`config.mk`:
```
export PLATFORM = sky130hd
export DESIGN_NAME = ekm_sqrt
export DESIGN_NICKNAME = d
export VERILOG_FILES = /design/src/design/ekm_pkg.sv /design/src/design/ekm_sqrt.sv
export SDC_FILE = /design/constraint.sdc
export NUM_CORES = 1
export LEC_CHECK = 0
export BUFFER_PORTS_ARGS = -buffer_cell sky130_fd_sc_hd__buf_2
export CAP_MARGIN = 10
export CORE_MARGIN = 2
export CORE_UTILIZATION = 52
export DETAILED_ROUTE_END_ITERATION = 12
export PLACE_DENSITY = 0.68
export SLEW_MARGIN = 20
export SYNTH_ARGS = -nofsm -noshare
export SYNTH_HDL_FRONTEND = slang
export SYNTH_SLANG_ARGS = --single-unit
```
`constraint.sdc`:
```
create_clock -name clk -period 6.1 [get_ports clk]
set_clock_uncertainty 0.1 [all_clocks]
set_input_delay 0.305 -clock clk [delete_from_list [all_inputs] [get_ports clk]]
set_output_delay 0.305 -clock clk [all_outputs]
set_load 0.1 [all_outputs]
```
`src/design/ekm_pkg.sv`:
```
// ----------------------------------------------------------------------------
// ekm_pkg
// Shared types, constants and the square-root step for the kernel entry pipe.
// ----------------------------------------------------------------------------
package ekm_pkg;

	localparam int DIM          = 3;
	localparam int COORD_W      = 16;
	localparam int DIFF_W       = COORD_W + 1;
	localparam int SQ_W         = 2 * COORD_W + 1;
	localparam int SUM_W        = 34;
	localparam int ROOT_W       = 36;
	localparam int R_W          = 17;
	localparam int SQRT_STEPS   = 18;
	localparam int SQRT_PER_STG = 2;
	localparam int SQRT_STG     = SQRT_STEPS / SQRT_PER_STG;
	localparam int VAL_W        = 24;

	localparam logic [VAL_W-1:0] OUT_MAX   = 24'hFFFFFF;
	localparam logic [17:0]      LOG2E_Q16 = 18'd94548;
	localparam logic [15:0]      POLY_C1   = 16'd45554;
	localparam logic [13:0]      POLY_C2   = 14'd14824;
	localparam logic [12:0]      POLY_C3   = 13'd5158;
	localparam logic [17:0]      ONE_Q16   = 18'd65536;

	// config register indexes
	localparam logic [1:0] REG_INV_SCALE = 2'd0;
	localparam logic [1:0] REG_LOG_BIAS  = 2'd1;
	localparam logic [1:0] REG_DIMS_USED = 2'd2;

	typedef struct packed {
		logic [VAL_W-1:0] diag;
		logic             last;
	} side_t;

	typedef struct packed {
		logic [ROOT_W-1:0] rem;
		logic [ROOT_W-1:0] root;
	} sq_t;

	// one restoring step of the integer square root
	function automatic sq_t sqrt_step(sq_t in, logic [ROOT_W-1:0] bitv);
		sq_t              o;
		logic [ROOT_W-1:0] trial;
		trial = in.root + bitv;
		if (in.rem >= trial) begin
			o.rem  = in.rem - trial;
			o.root = (in.root >> 1) + bitv;
		end else begin
			o.rem  = in.rem;
			o.root = in.root >> 1;
		end
		return o;
	endfunction

endpackage

```
`src/design/ekm_sqrt.sv`:
```
// ----------------------------------------------------------------------------
// ekm_sqrt
// Pipelined integer square root, two restoring steps per register stage.
// ----------------------------------------------------------------------------
module ekm_sqrt (
	input  logic                        clk,
	input  logic                        en,
	input  logic [ekm_pkg::SUM_W-1:0]   sum_in,
	output logic [ekm_pkg::R_W-1:0]     root_out
);

	ekm_pkg::sq_t stg_q [ekm_pkg::SQRT_STG];

	for (genvar g = 0; g < ekm_pkg::SQRT_STG; g++) begin : g_stg
		ekm_pkg::sq_t a, b, src;
		localparam int B0 = 34 - 2 * (g * ekm_pkg::SQRT_PER_STG);
		localparam logic [ekm_pkg::ROOT_W-1:0] BIT0 = ekm_pkg::ROOT_W'(1) << B0;
		localparam logic [ekm_pkg::ROOT_W-1:0] BIT1 = ekm_pkg::ROOT_W'(1) << (B0 - 2);

		if (g == 0) begin : g_first
			assign src.rem  = ekm_pkg::ROOT_W'(sum_in);
			assign src.root = '0;
		end else begin : g_next
			assign src = stg_q[g-1];
		end

		always_comb begin
			a = ekm_pkg::sqrt_step(src, BIT0);
			b = ekm_pkg::sqrt_step(a, BIT1);
		end

		always_ff @(posedge clk) begin
			if (en) begin
				stg_q[g] <= b;
			end
		end
	end

	assign root_out = stg_q[ekm_pkg::SQRT_STG-1].root[ekm_pkg::R_W-1:0];

endmodule

```
==> flow_summary.json <==
{
  "grt_pass1_wl_um": 92100,
  "ios": 53,
  "setup_violations": 0,
  "synth_area_um2": 23800,
  "yosys_warnings": 0,
  "rsz0062_at_grt": "true",
  "cp_slowest_cell": "or4b_1",
  "synthDistinctLibCells": 86,
  "die_x_um": 218,
  "fmax_mhz": 174,
  "die_area_um2": 47500,
  "core_um2": 45300,
  "syn_inst": 2303,
  "crit_type": "register to register",
  "detail-route-antenna-nets": 0,
  "period_share_pct": 94.4,
  "largest_registers": "stg_q (368)",
  "irDropWorstVdd_uv": 271,
  "fin_hold_ws_ns": 0.0535,
  "multi_input_area_um2": 12000,
  "fin_ws_ns": 0.343,
  "r2r_cells": 21,
  "fillers": 3810,
  "worstPathRequired_ns": 6.31,
  "worstPathCellList": "inv_1 -> ha_1 -> nor2b_1 -> o31a_1 -> a31oi_2 -> nand3_2 -> inv_1 -> nor2_1 -> nor2_1 -> ha_1 -> a21o_1 -> a21oi_1 -> nor2b_1 -> o21ai_0 -> nand2_1 -> o31ai_2 -> nand4bb_1 -> or4b_1 -> or4b_1 -> nor4_1 -> xnor2_1",
  "start_kind": "register",
  "antenna_found_initial": 0,
  "finalPower_mw": 9.68,
  "wl_per_cell_um": 18.9,
  "synthDominantCellAreaShare_pct": 46.4,
  "cp_max_fo": 12,
  "synthMostInstantiatedCell": "edfxtp_1",
  "dpl.cell_count": 2940,
  "numCtsBuffers": 40,
  "grt-ovfl-total": 0,
  "hp-class": "input pin to register",
  "drt_iter0_markers": 1148,
  "post-place-ws_ns": 0.0522,
  "synth.net_count": 2512,
  "yosys.area.top_type": "edfxtp_1",
  "critical_path.max_stage_delay_ns": 0.61,
  "cts.sinks": 368,
  "grt_pass1_vias": 18000,
  "syn_to_final_growth_pct": 11.7,
  "worstMarginPinSlew_ns": 0.857,
  "drc_errors": 0,
  "synth_flop_cell": "edfxtp_1",
  "ys_seq_area_share_pct": 46.4,
  "track_usage_pct": 24.3,
  "syn_avg_cell_area_um2": 10.3,
  "endpoint_kind": "register",
  "synth-edff-count": 368,
  "num_antenna_cells": 0,
  "ys_async_sr_fraction_pct": 0,
  "tritoncts": "built",
  "viasPerCell": 5.92,
  "drive_gt1_share_pct": 8.74,
  "portBuffers": 52,
  "powerDensity_nw_per_um2": 364,
  "rows": 78,
  "grt_start_max_net_pins": 167,
  "drv_cap": 0,
  "arrival_ns": 5.97,
  "fin_nets": 2627,
  "cellLeakagePower_nw": 10.3,
  "drt_wl_total_um": 57600,
  "clk-insertion-delay-late_ns": 0.60,
  "setup_tns_ns": 0,
  "register_area_um2": 11100,
  "synth_common_cells": "edfxtp_1 (368), nand2_1 (175), ha_1 (173)",
  "clock-root-buffer": "clkbuf_16",
  "vias": 18100,
  "cts_buffer_depth": 3,
  "status": "complete, no violations",
  "maxSlewViolCount": 0,
  "largest_reg_flops": 368,
  "start_util_pct": 52.6,
  "ys_ff_latch": 368,
  "first_pass_iters": 5,
  "hold_violations": 0,
  "clk_pin_slew_ns": 0.06,
  "regMostFlops": "stg_q",
  "instances_no_fill": 3048,
  "synth.area.top_cells": "edfxtp_1 (46%), ha_1 (9.1%), xnor2_1 (5.1%), a21oi_1 (3.5%), xor2_1 (3.4%)",
  "gp_congestion": 0.961,
  "hold_path_depth": 1,
  "relSlewSlack_pct": 42.1,
  "cts_max_level": 2,
  "fp.dieH_um": 218,
  "finalCriticalPeriod_ns": 5.76,
  "dp_hpwl_um": 44300
}
[worst max-delay path, delay by kind of cell (launching register included)]
family / cells / cell delay [ns]
simple gates: 10 / 1.95
compound gates: 6 / 1.74
fa+ha+maj: 2 / 0.67
buf+inv: 2 / 0.46
flops: 1 / 0.36
xor+xnor: 1 / 0.15
[cell type report]
| type | instances | share of cell area, % |
|---|---|---|
| Clock buffer | 49 | 3.89 |
| Tap cell | 600 | 2.82 |
| Timing Repair Buffer | 119 | 3.30 |
| Multi-Input combinational cell | 1735 | 45.3 |
| Sequential cell | 368 | 41.6 |
| Inverter | 154 | 2.17 |
| Clock inverter | 23 | 1.00 |
[per-layer routing]
layer	share of wire, %	routed length, µm	track usage [%]	vias up
met2	53	30500	46.0	460
met1	39	22500	27.2	8596
met4	4.2	2400	10.6	0
met3	3.8	2200	3.17	147
li1	-	-	-	8853
met5	0	0	0	-
[placed cells by master (no fill, tap or decap), drive strengths merged, types with 49 or more instances in the layout]
cell type	Yosys	routed
a21o	64	64
a21oi	167	167
buf	14	84
clkbuf	32	49
edfxtp	368	368
ha	173	173
inv	152	154
nand2	175	175
nand3	60	60
nor2	172	172
nor3	62	62
nor4	59	59
o21ai	98	98
xnor2	138	138
xor2	92	92
[final timing paths]
check                    start       endpoint  slack (ns)
setup / recovery  stg_q[2][16]  stg_q[2][141]        0.34
hold / removal              en  stg_q[1][139]        0.05
setup reg to reg  stg_q[2][16]  stg_q[2][141]        0.34
hold reg to reg   stg_q[1][53]  stg_q[1][125]        0.34
[power breakdown]
part | switching (mW) | internal [mW]
Clock | 1.02 | 1.36
Combinational | 2.09 | 1.50
Sequential | 0.362 | 3.35
Total | 3.47 | 6.21
[timing repair]
action,4_1_cts,5_1_grt
endpoints found under the setup margin,0,66
hold buffers,35,0
endpoints found under the hold margin,35,0
gates resized for setup,0,15
buffers inserted,0,1
[logic make-up after synthesis]
kind of cell               count (synthesis)  share of synthesized area [%]
and+or+nand+nor                          760                           16.6
AOI/OAI and AO/OA                        538                           14.7
DFF                                      368                           46.4
xor gates and xnor gates                 230                           8.46
buffers and inverters                    200                           3.24
adders and majority gates                173                           9.10
muxes                                     33                           1.50
other                                      1                         0.0158
[stage by stage]
stage          area, µm²  util (%)
2_1_floorplan      23800         -
3_3_place_gp       24900      55.0
3_5_place_dp       24900      55.0
4_1_cts            26500      58.6
5_1_grt            26600      58.7
6_report           26600      58.7
Power figures use the tool's default switching activity.
